[src/hdl/itp_pkg.sv]
// Shared types, codes and the precedence table of the infix-to-postfix converter.
`default_nettype none
package itp_pkg;

  // token classes (input tuser)
  localparam logic [2:0] TOK_OPERAND = 3'd0;
  localparam logic [2:0] TOK_LPAREN  = 3'd1;
  localparam logic [2:0] TOK_RPAREN  = 3'd2;
  localparam logic [2:0] TOK_OPER    = 3'd3;
  localparam logic [2:0] TOK_END     = 3'd4;

  // result kinds (output tuser)
  localparam logic [1:0] KIND_OPERAND = 2'd0;
  localparam logic [1:0] KIND_OPER    = 2'd1;
  localparam logic [1:0] KIND_ERROR   = 2'd2;

  // error codes
  localparam logic [1:0] ERR_NONE     = 2'd0;
  localparam logic [1:0] ERR_MISMATCH = 2'd1;
  localparam logic [1:0] ERR_OVERFLOW = 2'd2;

  // operator codes that matter to the control
  localparam logic [3:0] OP_POW     = 4'd12;
  localparam logic [3:0] OP_MAX     = 4'd12;
  localparam logic [3:0] PAREN_MARK = 4'd15;

  typedef enum logic {
    ST_IDLE,
    ST_POP
  } state_t;

  // command broadcast to every stack cell
  typedef struct packed {
    logic       push;
    logic       pop;
    logic       clear;
    logic [3:0] push_val;
  } stk_cmd_t;

  function automatic logic [2:0] prec(input logic [3:0] code);
    logic [2:0] p;
    case (code)
      4'd0:                 p = 3'd1;
      4'd1:                 p = 3'd2;
      4'd2, 4'd3:           p = 3'd3;
      4'd4, 4'd5, 4'd6, 4'd7: p = 3'd4;
      4'd8, 4'd9:           p = 3'd5;
      4'd10, 4'd11:         p = 3'd6;
      4'd12:                p = 3'd7;
      default:              p = 3'd0;
    endcase
    return p;
  endfunction

endpackage
`default_nettype wire

[src/hdl/itp_cell.sv]
// One entry of the shifting operator stack.
`default_nettype none
module itp_cell (
  input  wire logic             clk,
  input  wire logic             rst_n,
  input  wire itp_pkg::stk_cmd_t cmd,
  input  wire logic [3:0]       abv_val,  // neighbor nearer the top (or push data)
  input  wire logic             abv_occ,
  input  wire logic [3:0]       blw_val,  // neighbor nearer the bottom
  input  wire logic             blw_occ,
  output logic      [3:0]       val,
  output logic                  occ
);

  logic [3:0] val_r, val_nxt;
  logic       occ_r, occ_nxt;

  always_comb begin
    val_nxt = val_r;
    occ_nxt = occ_r;
    if (cmd.clear) begin
      occ_nxt = 1'b0;
    end else if (cmd.push) begin
      val_nxt = abv_val;
      occ_nxt = abv_occ;
    end else if (cmd.pop) begin
      val_nxt = blw_val;
      occ_nxt = blw_occ;
    end
  end

  always_ff @(posedge clk) begin
    if (!rst_n) begin
      occ_r <= 1'b0;
    end else begin
      occ_r <= occ_nxt;
    end
  end

  always_ff @(posedge clk) begin
    val_r <= val_nxt;
  end

  assign val = val_r;
  assign occ = occ_r;

endmodule
`default_nettype wire

[src/hdl/infix_to_postfix_converter.sv]
// Shunting-yard infix-to-postfix converter: control and a row of stack cells.
//
//  channel | dir | tvalid/tready | tuser       | tdata (low bit up)                | tlast
//  --------+-----+---------------+-------------+-----------------------------------+------
//  in_     | in  | request       | token class | operator_code, operand_handle     | -
//  out_    | out | request       | result kind | out_operator, out_operand, error  | last
//
// Operand, left paren and ignored tokens are handled on acceptance. Right
// paren, operator and end tokens start a pop loop that ends with a push, a
// mark pop, an error or, for end on an empty stack, a return to idle; it
// runs one entry per cycle through cell 0 while the output register is free.
// Synchronous active-low reset empties all cells at once (occupancy bits),
// clears skip mode and drops out_tvalid. A stalled output holds the result
// register; the controller waits and accepts nothing until it drains.
`default_nettype none
module infix_to_postfix_converter #(
  parameter int STACK_DEPTH  = 32,
  parameter int OPERAND_BITS = 16
) (
  input  wire logic clk,
  input  wire logic rst_n,
  // slave side
  input  wire logic                                   in_tvalid,
  output logic                                        in_tready,
  // [3:0] operator_code, [OPERAND_BITS+3:4] operand_handle, zero pad
  input  wire logic [((OPERAND_BITS+4+7)/8)*8-1:0]    in_tdata,
  // [2:0] op (token class)
  input  wire logic [2:0]                             in_tuser,
  // master side
  output logic                                        out_tvalid,
  input  wire logic                                   out_tready,
  // [3:0] out_operator, [OPERAND_BITS+3:4] out_operand,
  // [OPERAND_BITS+5:OPERAND_BITS+4] error_code, zero pad
  output logic      [((OPERAND_BITS+6+7)/8)*8-1:0]    out_tdata,
  // [1:0] out_kind
  output logic      [1:0]                             out_tuser,
  output logic                                        out_tlast
);

  localparam int OUT_W = ((OPERAND_BITS + 6 + 7) / 8) * 8;

  // ---------------------------------------------------------------- stack row
  itp_pkg::stk_cmd_t stk_cmd;
  logic [3:0]             cell_val [STACK_DEPTH];
  logic [STACK_DEPTH-1:0] cell_occ;
  logic [3:0]             abv_val  [STACK_DEPTH];
  logic [STACK_DEPTH-1:0] abv_occ;
  logic [3:0]             blw_val  [STACK_DEPTH];
  logic [STACK_DEPTH-1:0] blw_occ;

  for (genvar i = 0; i < STACK_DEPTH; i++) begin : g_cell
    if (i == 0) begin : g_head
      assign abv_val[i] = stk_cmd.push_val;
      assign abv_occ[i] = 1'b1;
    end else begin : g_mid
      assign abv_val[i] = cell_val[i-1];
      assign abv_occ[i] = cell_occ[i-1];
    end
    if (i == STACK_DEPTH - 1) begin : g_tail
      assign blw_val[i] = 4'd0;
      assign blw_occ[i] = 1'b0;
    end else begin : g_body
      assign blw_val[i] = cell_val[i+1];
      assign blw_occ[i] = cell_occ[i+1];
    end

    itp_cell u_cell (
      .clk     (clk),
      .rst_n   (rst_n),
      .cmd     (stk_cmd),
      .abv_val (abv_val[i]),
      .abv_occ (abv_occ[i]),
      .blw_val (blw_val[i]),
      .blw_occ (blw_occ[i]),
      .val     (cell_val[i]),
      .occ     (cell_occ[i])
    );
  end

  // top two entries, as the pop loop sees them
  logic [3:0] top_val, nxt_val;
  logic       top_occ, nxt_occ, full;
  assign top_val = cell_val[0];
  assign top_occ = cell_occ[0];
  assign nxt_val = cell_val[1];
  assign nxt_occ = cell_occ[1];
  assign full    = cell_occ[STACK_DEPTH-1];

  // ---------------------------------------------------------------- control
  itp_pkg::state_t state_r, state_nxt;
  logic       skip_r, skip_nxt;
  logic [2:0] tok_op_r, tok_op_nxt;
  logic [3:0] tok_code_r, tok_code_nxt;

  // output register
  logic                    out_valid_r;
  logic [1:0]              out_kind_r;
  logic [3:0]              out_oper_r;
  logic [OPERAND_BITS-1:0] out_hand_r;
  logic [1:0]              out_err_r;
  logic                    out_last_r;

  // result produced this cycle
  logic                    emit;
  logic [1:0]              e_kind;
  logic [3:0]              e_oper;
  logic [OPERAND_BITS-1:0] e_hand;
  logic [1:0]              e_err;
  logic                    e_last;

  logic [2:0]              in_op;
  logic [3:0]              in_code;
  logic [OPERAND_BITS-1:0] in_hand;
  logic                    slot;      // output register free this cycle
  logic                    in_accept;
  logic [2:0]              cur_prec;
  logic                    top_pops, nxt_pops;

  assign in_op     = in_tuser;
  assign in_code   = in_tdata[3:0];
  assign in_hand   = in_tdata[OPERAND_BITS+3:4];
  assign slot      = !out_valid_r || out_tready;
  assign in_tready = (state_r == itp_pkg::ST_IDLE) && slot;
  assign in_accept = in_tvalid && in_tready;

  // an incoming operator pops higher precedence, and equal unless it is pow
  assign cur_prec = itp_pkg::prec(tok_code_r);
  assign top_pops = (itp_pkg::prec(top_val) > cur_prec) ||
                    ((itp_pkg::prec(top_val) == cur_prec) && (tok_code_r != itp_pkg::OP_POW));
  assign nxt_pops = (itp_pkg::prec(nxt_val) > cur_prec) ||
                    ((itp_pkg::prec(nxt_val) == cur_prec) && (tok_code_r != itp_pkg::OP_POW));

  always_comb begin
    state_nxt    = state_r;
    skip_nxt     = skip_r;
    tok_op_nxt   = tok_op_r;
    tok_code_nxt = tok_code_r;
    stk_cmd      = '0;
    emit         = 1'b0;
    e_kind       = itp_pkg::KIND_OPERAND;
    e_oper       = 4'd0;
    e_hand       = '0;
    e_err        = itp_pkg::ERR_NONE;
    e_last       = 1'b0;

    case (state_r)
      itp_pkg::ST_IDLE: begin
        if (in_accept) begin
          if (skip_r) begin
            if (in_op == itp_pkg::TOK_END) begin
              skip_nxt = 1'b0;
            end
          end else begin
            case (in_op)
              itp_pkg::TOK_OPERAND: begin
                emit   = 1'b1;
                e_kind = itp_pkg::KIND_OPERAND;
                e_hand = in_hand;
                e_last = 1'b1;
              end
              itp_pkg::TOK_LPAREN: begin
                if (full) begin
                  emit          = 1'b1;
                  e_kind        = itp_pkg::KIND_ERROR;
                  e_err         = itp_pkg::ERR_OVERFLOW;
                  e_last        = 1'b1;
                  stk_cmd.clear = 1'b1;
                  skip_nxt      = 1'b1;
                end else begin
                  stk_cmd.push     = 1'b1;
                  stk_cmd.push_val = itp_pkg::PAREN_MARK;
                end
              end
              itp_pkg::TOK_RPAREN, itp_pkg::TOK_END: begin
                tok_op_nxt = in_op;
                state_nxt  = itp_pkg::ST_POP;
              end
              itp_pkg::TOK_OPER: begin
                if (in_code <= itp_pkg::OP_MAX) begin
                  tok_op_nxt   = in_op;
                  tok_code_nxt = in_code;
                  state_nxt    = itp_pkg::ST_POP;
                end
              end
              default: begin
              end
            endcase
          end
        end
      end

      itp_pkg::ST_POP: begin
        if (slot) begin
          case (tok_op_r)
            itp_pkg::TOK_RPAREN: begin
              if (!top_occ) begin
                // no matching left paren
                emit          = 1'b1;
                e_kind        = itp_pkg::KIND_ERROR;
                e_err         = itp_pkg::ERR_MISMATCH;
                e_last        = 1'b1;
                stk_cmd.clear = 1'b1;
                skip_nxt      = 1'b1;
                state_nxt     = itp_pkg::ST_IDLE;
              end else if (top_val == itp_pkg::PAREN_MARK) begin
                stk_cmd.pop = 1'b1;
                state_nxt   = itp_pkg::ST_IDLE;
              end else begin
                emit        = 1'b1;
                e_kind      = itp_pkg::KIND_OPER;
                e_oper      = top_val;
                e_last      = nxt_occ && (nxt_val == itp_pkg::PAREN_MARK);
                stk_cmd.pop = 1'b1;
              end
            end
            itp_pkg::TOK_END: begin
              if (!top_occ) begin
                state_nxt = itp_pkg::ST_IDLE;
              end else if (top_val == itp_pkg::PAREN_MARK) begin
                // left paren left open: error, but no skip
                emit          = 1'b1;
                e_kind        = itp_pkg::KIND_ERROR;
                e_err         = itp_pkg::ERR_MISMATCH;
                e_last        = 1'b1;
                stk_cmd.clear = 1'b1;
                state_nxt     = itp_pkg::ST_IDLE;
              end else begin
                emit        = 1'b1;
                e_kind      = itp_pkg::KIND_OPER;
                e_oper      = top_val;
                e_last      = !nxt_occ;
                stk_cmd.pop = 1'b1;
              end
            end
            default: begin
              // binary operator
              if (top_occ && (top_val != itp_pkg::PAREN_MARK) && top_pops) begin
                emit        = 1'b1;
                e_kind      = itp_pkg::KIND_OPER;
                e_oper      = top_val;
                e_last      = !(nxt_occ && (nxt_val != itp_pkg::PAREN_MARK) && nxt_pops);
                stk_cmd.pop = 1'b1;
              end else if (full) begin
                emit          = 1'b1;
                e_kind        = itp_pkg::KIND_ERROR;
                e_err         = itp_pkg::ERR_OVERFLOW;
                e_last        = 1'b1;
                stk_cmd.clear = 1'b1;
                skip_nxt      = 1'b1;
                state_nxt     = itp_pkg::ST_IDLE;
              end else begin
                stk_cmd.push     = 1'b1;
                stk_cmd.push_val = tok_code_r;
                state_nxt        = itp_pkg::ST_IDLE;
              end
            end
          endcase
        end
      end

      default: begin
        state_nxt = itp_pkg::ST_IDLE;
      end
    endcase
  end

  always_ff @(posedge clk) begin
    if (!rst_n) begin
      state_r     <= itp_pkg::ST_IDLE;
      skip_r      <= 1'b0;
      out_valid_r <= 1'b0;
    end else begin
      state_r <= state_nxt;
      skip_r  <= skip_nxt;
      if (emit) begin
        out_valid_r <= 1'b1;
      end else if (out_tready) begin
        out_valid_r <= 1'b0;
      end
    end
  end

  // payload registers, no reset
  always_ff @(posedge clk) begin
    tok_op_r   <= tok_op_nxt;
    tok_code_r <= tok_code_nxt;
    if (emit) begin
      out_kind_r <= e_kind;
      out_oper_r <= e_oper;
      out_hand_r <= e_hand;
      out_err_r  <= e_err;
      out_last_r <= e_last;
    end
  end

  // ---------------------------------------------------------------- outputs
  always_comb begin
    out_tdata                                 = {OUT_W{1'b0}};
    out_tdata[3:0]                            = out_oper_r;
    out_tdata[OPERAND_BITS+3:4]               = out_hand_r;
    out_tdata[OPERAND_BITS+5:OPERAND_BITS+4]  = out_err_r;
  end

  assign out_tvalid = out_valid_r;
  assign out_tuser  = out_kind_r;
  assign out_tlast  = out_last_r;

endmodule
`default_nettype wire
[config.mk]
export PLATFORM = sky130hd
export DESIGN_NAME = infix_to_postfix_converter
export DESIGN_NICKNAME = d
export VERILOG_FILES = /design/src/hdl/itp_pkg.sv /design/src/hdl/itp_cell.sv /design/src/hdl/infix_to_postfix_converter.sv
export SDC_FILE = /design/constraint.sdc
export NUM_CORES = 1
export LEC_CHECK = 0
export BUFFER_PORTS_ARGS = -buffer_cell sky130_fd_sc_hd__buf_4
export CELL_PAD_IN_SITES_DETAIL_PLACEMENT = 1
export CELL_PAD_IN_SITES_GLOBAL_PLACEMENT = 2
export CORE_UTILIZATION = 39
export CTS_CLUSTER_SIZE = 14
export DETAILED_ROUTE_END_ITERATION = 6
export GPL_TIMING_DRIVEN = 0
export PLACE_DENSITY = 0.83
export SETUP_SLACK_MARGIN = 0.02
export SLEW_MARGIN = 25
export SYNTH_ARGS = -nofsm -noshare
export SYNTH_HDL_FRONTEND = slang
export SYNTH_SLANG_ARGS = --single-unit
[constraint.sdc]
create_clock -name clk -period 4.5 [get_ports clk]
set_clock_uncertainty 0.15 [all_clocks]
set_input_delay 0.45 -clock clk [delete_from_list [all_inputs] [get_ports clk]]
set_output_delay 0.45 -clock clk [all_outputs]
set_load 0.01 [all_outputs]
==> results of run 1 <==
## state kept, by name, summed over array words and instances (netlist names), 2 cells and up, named ones only
name and cells:
cur_prec 3, g_cell.u_cell.occ 32, g_cell.u_cell.val 128, out_err_r 2, out_hand_r 16, out_oper_r 4, out_tuser 2, tok_code_r 4
tok_op_r 3
## cells in the mapped netlist (2+ instances only)
master and instances:
nor2b_1 5, o21bai_1 2, ha_1 6, buf_1 5, nand3_1 9, nor2_1 22
a21oi_1 43, nor3_1 12, a21o_1 3, buf_4 3, and2_1 23, edfxtp_1 160
o21a_1 4, mux2_2 2, clkbuf_1 19, a31oi_1 7, a22oi_1 25, nor3b_1 2
dfxtp_1 44, or3_1 3, nand4_1 4, buf_2 19, o22ai_1 3, nor4_4 2
a311oi_1 6, o21ai_0 16, o211ai_1 9, nand2_1 400, nand2b_1 4, inv_1 19
mux2i_1 9
## power by group
| part | internal [uW] | switching [uW] | leakage, uW | total, uW |
|---|---|---|---|---|
| clock | 1170 | 774 | 0.000384 | 1940 |
| combinational | 123 | 235 | 0.00209 | 358 |
| sequential | 2130 | 41.3 | 0.00187 | 2170 |
## final cells by class
cell class / count / area share [%]
plain buffers: 48 / 2.076
clock buffers: 31 / 5.902
clock inverters: 12 / 1.322
inverters: 20 / 0.7653
multi-input cells: 646 / 29.12
flip-flops and latches: 204 / 52.69
well taps: 313 / 3.629
repair buffers: 60 / 4.499
## critical path: stages, from the launching register on
cell	delay [ns]
dfxtp_1	0.32
inv_1	0.06
ha_1	0.33
a21oi_1	0.24
o21a_1	0.35
o21ai_0	0.29
nand2_1	0.20
clkbuf_1	0.48
clkbuf_1	0.46
o21ai_0	0.18
## stage by stage
step                hold WS [ns]  total power, uW
floorplan                 0.2994             2443
global placement          0.3119             2559
detailed placement        0.3184             2570
CTS                      0.01074             4532
global route            0.009519             4647
finish                   0.03334             4473
## layer usage
metal  up-vias  GRT usage (%)  wire (um)
met5         -              0          0
met4         0          3.866        241
met3        21          2.897        798
met2        97          29.06       9798
met1      3262          26.54      10510
li1       3329              -          -
## kinds of logic after synthesis
kind of cell	Yosys count	synth area share (%)
adders and majority gates	6	0.8230
other	1	0.04111
and+or+nand+nor	494	22.52
muxes	12	1.385
xor gates and xnor gates	1	0.09604
buffers and inverters	68	3.278
AOI/OAI and AO/OA	131	9.520
DFF	204	62.33
## layout by cell type, fill, tap and decap left out, drive strengths merged, types with 2 or more instances in the layout
cell type	Yosys	routed
o21bai	2	2
a31oi	7	7
buf	28	82
nor2b	5	5
nor4	2	2
clkbuf	20	51
dlygate4sd3	0	6
a311oi	6	6
o21ai	17	17
ha	6	6
or3	3	3
o22ai	3	3
mux2	2	2
o211ai	10	10
a21oi	44	44
nand2b	4	4
nor3	12	12
clkinv	0	9
o21a	4	4
a21o	3	3
mux2i	10	10
conb	1	2
and2	24	24
inv	20	20
nand3	9	9
a22oi	25	25
edfxtp	160	160
bufinv	0	3
nor3b	2	2
dfxtp	44	44
nand2	401	401
nand4	4	4
nor2	22	22
## path summary, 6_finish.rpt
path / from / to / slack [ns] / depth (start not counted)
max: cur_prec[2] / g_cell[1].u_cell.val[3] / 1.18 / 9
min: in_tuser[1] / tok_op_r[1] / 0.03 / 1
max reg2reg: cur_prec[2] / g_cell[1].u_cell.val[3] / 1.18 / 9
min reg2reg: g_cell[21].u_cell.occ / g_cell[21].u_cell.occ / 0.32 / 2
## timing repair
item                                   CTS  global route
resized for setup                        0             0
endpoints found under the hold margin    6             0
hold buffers                             6             0
==> out/metrics.yaml, run 1 <==
cts.sinks: 204
period_minus_slack_ns: 3.321
critPathKind: "register to register"
htree_levels: 1
clk_latency_ns: 0.53
crit_required_ns: 4.61
n_fill_cell: 2541
io_pins: 60
async_flop_share_pct: 0
place.detailed.hpwl_um: 14280
post-route-cell-area_um2: 10790
ys_seq_elements: 204
grt_pass1_vias: 6842
cts-root-buf: "clkbuf_16"
status: "complete, no violations"
die_h_um: 154.9
max-slew-margin-rel_pct: 41.33
initialDrtViolationCount: 355
fmaxAchievable_mhz: 301.1
p_leak_uw: 0.004341
setup_ws_ns: 1.179
synth_area_leaders: "edfxtp_1 (53%), nand2_1 (16%), dfxtp_1 (9.7%)"
firstDrtPassIters: 4
synth-edff-count: 160
wl_per_cell_um: 16.00
grt_pass1_wl_um: 35740
regArea_um2: 5685
overflow: 0
endpoint_kind: "register"
yosysWarnings: 0
drc: 0
rsz0062_at_grt: "false"
nets: 1041
ys_seq_area_share_pct: 62.33
syn_area_um2: 9121
core_um2: 22780
multi_input_comb_area_um2: 3142
cts_setup_buffers: 0
hold_class: "input port to register"
cts_buffers: 24
final_util_pct: 47.37
initial_core_util_pct: 40.04
maxCapViolations: 0
clk_pin_slew_ns: 0.06
final_cells: 1334
vias: 6709
port-buffer-count: 53
cp.arrival_ns: 3.43
drive_above_1_share_pct: 12.44
setup_violations: 0
place_inst: 1285
placed_cell_area_um2: 9950
yosysTopAreaCellShare_pct: 52.67
diodes: 0
grt_max_degree: 80
place_ws_ns: 1.108
synthFlopType: "edfxtp_1"
routed_wl_um: 21340
fp.dieW_um: 154.9
cp-start-kind: "register"
cts_tree: "done"
antenna_found_initial: 0
rows: 55
syn_area_per_cell_um2: 9.947
tightest_slew_ns: 0.8734
die-area_um2: 24000
via_per_inst: 5.029
synth_top_area_cell: "edfxtp_1"
grt_usage_pct: 18.34
drtAntennaViolNets: 0
period_share_pct: 73.81
slew_violations: 0
vdd_drop_max_v: 0.0001877
area_growth_pct: 18.30
synthCells: 917
finalSetupTns_ns: 0
yosysUniqueCellTypes: 58
hold_viol_final: 0
power_density_nw_per_um2: 414.6
place_congestion: 0.7685
cts_buffer_depth: 3
path_max_fanout: 10
No activity file was read; power rests on OpenSTA's default activity.
==> run 2, diff against run 1 <==
Settings changed: CORE_UTILIZATION 39 to 35, PLACE_DENSITY 0.83 to 0.79.
Clock period 4.5 ns to 2.93 ns, I/O delays scaled along.
==> run 2 against run 1 <==
- core utilization fell by 4.0 points
- clock-buffer cell count fell by 2
- setup slack got worse by 1.0 ns
- sequential share of layout area fell by 1.1 points
- first-iteration DRC count rose by 28%
- wire length rose by 2.5%
- design area rose by 2.1%
==> out/metrics.yaml, run 2 (synthesized netlist as in run 1, its figures left out) <==
status: "complete, no violations"
antenna_found_initial: 0  # unchanged
cp-start-kind: "register"
initial_core_util_pct: 35.91  # -4.1 points
r2r_cells: 10  # +1
tightest_slew_ns: 0.6613  # -0.2121 ns
period_minus_slack_ns: 2.799  # -0.5220 ns
overflow: 0  # unchanged
final_cell_mix: "nand2_1 (400), edfxtp_1 (160), buf_4 (64), dfxtp_1 (44), a21oi_1 (43)"
cp.arrival_ns: 3.10  # -0.33 ns
clk_latency_ns: 0.51  # -0.02 ns
endpoint_kind: "register"
cts_buffers: 23  # -4.2%
cts-root-buf: "clkbuf_16"
grt_max_degree: 66  # -18%
grt_usage_pct: 16.91  # -1.4 points
firstDrtPassIters: 5  # +1
vdd_drop_max_v: 0.0004332  # +130%
hold_viol_final: 0  # unchanged
drive_above_1_share_pct: 14.64  # +2.2 points
cts_buffer_depth: 3  # unchanged
max-slew-margin-rel_pct: 55.75  # +14 points
period_share_pct: 95.54  # +22 points
drtAntennaViolNets: 0  # unchanged
fp.dieW_um: 163.4  # +5.5%
grt_pass1_vias: 6916  # +1.1%
p_leak_uw: 0.004444  # +2.4%
setup_violations: 0  # unchanged
via_per_inst: 4.996  # -0.65%
slew_violations: 0  # unchanged
rows: 58  # +5.5%
area_growth_pct: 20.75
core_um2: 25400  # +12%
rsz0062_at_grt: "true"
drc: 0  # unchanged
htree_levels: 1  # unchanged
nets: 1066  # +2.4%
crit_required_ns: 3.23  # -1.38 ns
grt_pass1_wl_um: 36100  # +1.0%
final_util_pct: 43.36  # -4.0 points
path_max_fanout: 12  # +2
layout_commonest_cell: "nand2_1"
hold_depth: 4  # +3
io_pins: 60  # unchanged
die_h_um: 163.4  # +5.5%
port-buffer-count: 53  # unchanged
critPathKind: "register to register"
diodes: 0  # unchanged
maxCapViolations: 0  # unchanged
vias: 6870  # +2.4%
wl_per_cell_um: 15.92  # -0.52%
cts.sinks: 204  # unchanged
place.detailed.hpwl_um: 14170  # -0.79%
power_uw: 6499  # +45%
die-area_um2: 26710  # +11%
ff2ff_setup_slack_ns: 0.13  # -1.05 ns
largest_reg_flops: 128  # unchanged
power_density_nw_per_um2: 590.1  # +42%
timing.rr.start: "cur_prec[2]"
clk_pin_slew_ns: 0.06  # about the same
cts_tree: "done"
initialDrtViolationCount: 455  # +28%
hold_class: "input port to register"
holdCritStartpoint: "in_tvalid"
n_fill_cell: 2874  # +13%
fmaxAchievable_mhz: 357.2  # +19%
min_to: "state_r"
finalSetupTns_ns: 0  # unchanged
place_congestion: 0.7464  # -2.9%
routed_wl_um: 21890  # +2.5%
## run 2: cell count changes in the layout (fill, tap and decap cells not counted), sizes merged
cell / delta
clkinv: +3
buf: +4
bufinv: -3
dlygate4sd3: +19
clkbuf: -1
inv: +2
## run 2: what timing repair did
| action | CTS | global route |
|---|---|---|
| setup endpoints to repair | 299 | 225 |
| cloned | 2 | 0 |
| pin swaps | 2 | 1 |
| hold endpoints to repair | 26 | 0 |
| hold buffers | 25 | 0 |
| buffers inserted | 2 | 4 |
| gates resized for setup | 13 | 40 |
## run 2: final cells by class
| type | count | area [um2] | area share [%] |
|---|---|---|---|
| Buffer | 48 | 256.5 | 2.329 |
| Clock buffer | 29 | 598.1 | 5.430 |
| Clock inverter | 12 | 52.55 | 0.4771 |
| Inverter | 20 | 91.34 | 0.8293 |
| Multi-Input combinational cell | 646 | 3199 | 29.05 |
| Sequential cell | 204 | 5685 | 51.62 |
| Tap cell | 330 | 412.9 | 3.749 |
| Timing Repair Buffer | 84 | 693.2 | 6.293 |
| Timing Repair inverter | 2 | 25.02 | 0.2272 |
## run 2: how the worst max path moves through the flow
stage,slack [ns],to,startpoint
final,0.13,register,cur_prec[2]
after global routing,-0.06,register,cur_prec[2]
after CTS,0.05,g_cell[1].u_cell.val[3],out_tready
after detailed placement,-0.61,register,g_cell[0].u_cell.val[0]
after global placement,-0.59,register,g_cell[0].u_cell.val[0]
after floorplan,0.07,register,cur_prec[2]
## run 2: metal layers
layer  wire length [um]  track usage [%]  up-vias
met4                427            4.248        0
met2               9878            27.08      102
li1                   -                -     3380
met5                  0                0        -
met1              10800            23.87     3355
met3                778            2.489       33
## run 2: power by group
group | internal, uW | total [uW] | switching [uW]
sequential | 3270 | 3330 | 62.2
combinational | 214 | 592 | 378
clock | 1440 | 2570 | 1140
total | 4920 | 6500 | 1580
## run 2: worst max-delay path, cell delays in order, from the launching register on
cell,delay (ns)
dfxtp_1,0.31
inv_1,0.05
ha_1,0.32
nand3_1,0.15
o211ai_2,0.39
nor4_4,0.12
nor4_4,0.19
buf_6,0.32
mux2i_1,0.39
and2_0,0.18
o221a_1,0.17
## run 2: metrics by stage
| step | instance area, um2 | hold slack, ns | worst slack [ns] | std cells |
|---|---|---|---|---|
| floorplan | 9133 | 0.2419 | 0.07311 | 918 |
| global placement | 9943 | 0.3128 | -0.5868 | 1301 |
| detailed placement | 9943 | 0.3226 | -0.6143 | 1301 |
| CTS | 10900 | 0.1628 | 0.04721 | 1371 |
| global route | 11010 | 0.2091 | -0.06060 | 1375 |
| finish | 11010 | 0.1772 | 0.1306 | 1375 |
==> run 3, diff against run 2 <==
Settings changed: CORE_UTILIZATION 35 to 39, PLACE_DENSITY 0.79 to 0.8, SYNTH_HIERARCHICAL set to 1.
==> run 3 against run 2 <==
- the flow now finishes with violations (negative setup slack)
- via count fell by 2.6%
- combinational power increased to 2.8 times the previous value
- synthesized cell count shrank 16%
==> out/metrics.yaml, run 3 <==
status: "finished, violations left"
violations: "negative setup slack"
via_per_inst: 5.245  # +5.0%
die_h_um: 164.0  # +0.34%
grt_pass1_wl_um: 37110  # +2.8%
htree_levels: 4  # +3
n_fill_cell: 2414  # -16%
setup_ws_ns: -0.3963  # -0.5269 ns
timing.rr.start: "g_cell[0].u_cell/val[1]"
die-area_um2: 26890  # +0.69%
synth_top_area_cell: "edfxtp_1"
crit_path_max_incr_delay_ns: 0.47  # +0.08 ns
place_congestion: 0.7362  # -1.4%
critPathBufInv: 4  # +2
core_um2: 25470  # +0.29%
rows: 58  # unchanged
yosysUniqueCellTypes: 51  # -12%
cts_buffer_depth: 2  # -1
critPathKind: "register to register"
cts-root-buf: "clkbuf_16"
io_pins: 60  # unchanged
synth_commonest_cells: "edfxtp_1 (160), mux2_1 (128), nor2_1 (80), inv_1 (75), dfxtp_1 (38)"
syn_area_per_cell_um2: 13.31  # +34%
path_cells: "buf_6 > o211ai_1 > o21a_1 > ha_4 > and3_4 > a21oi_4 > o21ba_4 > nor4_4 > buf_4 > or2_4 > buf_12 > buf_8 > mux2_4"
maxCapViolations: 0  # unchanged
synth-edff-count: 160  # unchanged
final_util_pct: 55.31  # +12 points
placed_cell_area_um2: 11220  # +13%
cpLargestDelayFamily: "compound AO/OA/AOI/OAI gates"
diodes: 0  # unchanged
grt_pass1_vias: 6952  # +0.52%
r2r_cells: 13  # +3
routed_wl_um: 26980  # +23%
slowest_stage: "edfxtp_1"
port-buffer-count: 53  # unchanged
cts_buffers: 17  # -26%
fp.dieW_um: 164.0  # +0.34%
drtAntennaViolNets: 0  # unchanged
yosysWarnings: 6  # +6
vias: 6693  # -2.6%
async_flop_share_pct: 0  # unchanged
grt_usage_pct: 18.08  # +1.2 points
ys_seq_area_share_pct: 54.38  # -8.0 points
post-route-cell-area_um2: 14090  # +28%
yosysTopAreaCellShare_pct: 46.94  # -5.7 points
whs_ns: 0.1595  # -0.01764 ns
holdCritStartpoint: "rst_n"
firstDrtPassIters: 7  # +2
hold_depth: 2  # -2
synth_area_leaders: "edfxtp_1 (47%), mux2_1 (14%), dfxtp_1 (7.4%)"
clk_latency_ns: 0.44  # -0.07 ns
antenna_found_initial: 0  # unchanged
ff2ff_setup_slack_ns: -0.40  # -0.53 ns
slew_violations: 0  # unchanged
cts.sinks: 198  # -2.9%
initial_core_util_pct: 40.18  # +4.3 points
max-slew-margin-rel_pct: 51.39  # -4.4 points
power_uw: 7625  # +17%
ys_seq_elements: 198  # -2.9%
largest_reg_flops: 128  # unchanged
nets: 971  # -8.9%
path_max_fanout: 7  # -5
p_leak_uw: 0.005205  # +17%
drc: 0  # unchanged
syn_area_um2: 10230  # +12%
grt_max_degree: 35  # -47%
period_share_pct: 113.5  # +18 points
overflow: 0  # unchanged
area_growth_pct: 37.67
worst-path-stages: 13  # +3
synthCells: 769  # -16%
wl_per_cell_um: 21.15  # +33%
layout_commonest_cell: "edfxtp_1"
drive_above_1_share_pct: 48.94  # +34 points
final_cell_mix: "edfxtp_1 (160), mux2_4 (118), buf_4 (84), inv_1 (73), nor2_4 (40)"
clk_pin_slew_ns: 0.08  # +0.02 ns
hold_viol_final: 0  # unchanged
endpoint_kind: "register"
worstReg2RegEnd: "g_cell[10].u_cell/val[0]"
power_density_nw_per_um2: 541.1  # -8.3%
fmaxAchievable_mhz: 300.6  # -16%
synth.most_common_cell: "edfxtp_1"
cts_tree: "done"
setup_violations: 288  # +288
hold_class: "input port to register"
cp.arrival_ns: 3.37  # +0.27 ns
cp-start-kind: "register"
rsz0062_at_grt: "true"
crit_required_ns: 2.98  # -0.25 ns
synthFlopType: "edfxtp_1"
tightest_slew_ns: 0.7264  # +0.06513 ns
vdd_drop_max_v: 0.0002644  # -39%
min_to: "state_r"
initialDrtViolationCount: 339  # -25%
period_minus_slack_ns: 3.326  # +0.5269 ns
place.detailed.hpwl_um: 14880  # +5.1%
[run 3: cell types whose count changed after synthesis, moves of 12 or more]
cell	before	now
buf_2	19	0
inv_1	19	75
a21oi_1	43	12
a22oi_1	25	1
nor2_1	22	80
nand2_1	400	21
mux2i_1	9	37
a2111oi_2	0	32
buf_6	1	34
mux2_1	0	128
clkbuf_1	19	7
nor2b_4	0	32
[run 3: timing repair]
action / 4_1_cts / 5_1_grt
gates resized for setup: 136 / 208
setup buffers: 27 / 16
hold buffers: 23 / 0
gates cloned: 6 / 3
pin swaps: 53 / 41
endpoints found under the hold margin: 23 / 0
endpoints found under the setup margin: 313 / 315
[run 3: kinds of logic after synthesis]
| kind of cell | Yosys count | share of synthesized area (%) |
|---|---|---|
| AOI/OAI and AO/OA | 86 | 8.203 |
| adders and majority gates | 7 | 0.8557 |
| buffers and inverters | 118 | 6.895 |
| DFF | 198 | 54.38 |
| muxes | 165 | 17.70 |
| other | 2 | 0.07338 |
| and+or+nand+nor | 193 | 11.89 |
[run 3: layer usage]
metal / GRT usage [%] / up-vias / part of all wire, %
met5: 0 / - / 0
met4: 5.892 / 0 / 1.5
met3: 2.626 / 34 / 1.8
met2: 30.72 / 81 / 53
met1: 23.64 / 3459 / 44
li1: - / 3119 / -
[run 3: worst reg2reg max path: cells and delay by family, from the launching register on]
family	cells	cell delay, ns
AO/OA/AOI/OAI	4	0.73
multiplexers	1	0.31
flip-flops	1	0.47
adder cells (fa/ha/maj)	1	0.23
buffers and inverters	4	0.64
AND/OR/NAND/NOR	3	0.55
[run 3: per-stage QoR]
step                      TNS, ns  std cells  setup WS (ns)
after floorplan           -452.93        775         -2.832
after global placement    -900.67       1158         -5.470
after detailed placement  -214.71       1171        -0.8726
after CTS                  -70.85       1258        -0.2969
after global routing      -119.42       1276        -0.4924
final                      -94.28       1276        -0.3963
[run 3: power by group]
group	internal, uW	switching [uW]	total (uW)
sequential	3310	175	3480
combinational	895	734	1630
clock	1320	1200	2510
[run 3: area by class of cell]
class                      instances  area, um2  area share [%]
sequential                       198       5565           39.50
buffer                            42      566.8           4.023
tap                              330      412.9           2.930
multi-input combinational        462       5243           37.21
clock buffer                      17      425.4           3.019
inverter                          75      281.5           1.998
clock inverter                    15      207.7           1.474
timing repair buffer             137       1388           9.848
[run 3: worst max path at each step]
stage / from / end / slack [ns]
floorplan: g_cell[0].u_cell/val[1] / g_cell[0].u_cell/val[0] / -2.83
global placement: g_cell[0].u_cell/val[2] / g_cell[31].u_cell/val[1] / -5.47
detailed placement: g_cell[0].u_cell/val[1] / g_cell[31].u_cell/val[1] / -0.87
CTS: g_cell[0].u_cell/val[1] / g_cell[0].u_cell/val[3] / -0.30
global route: g_cell[0].u_cell/val[1] / g_cell[27].u_cell/val[2] / -0.49
finish: g_cell[0].u_cell/val[1] / g_cell[10].u_cell/val[0] / -0.40
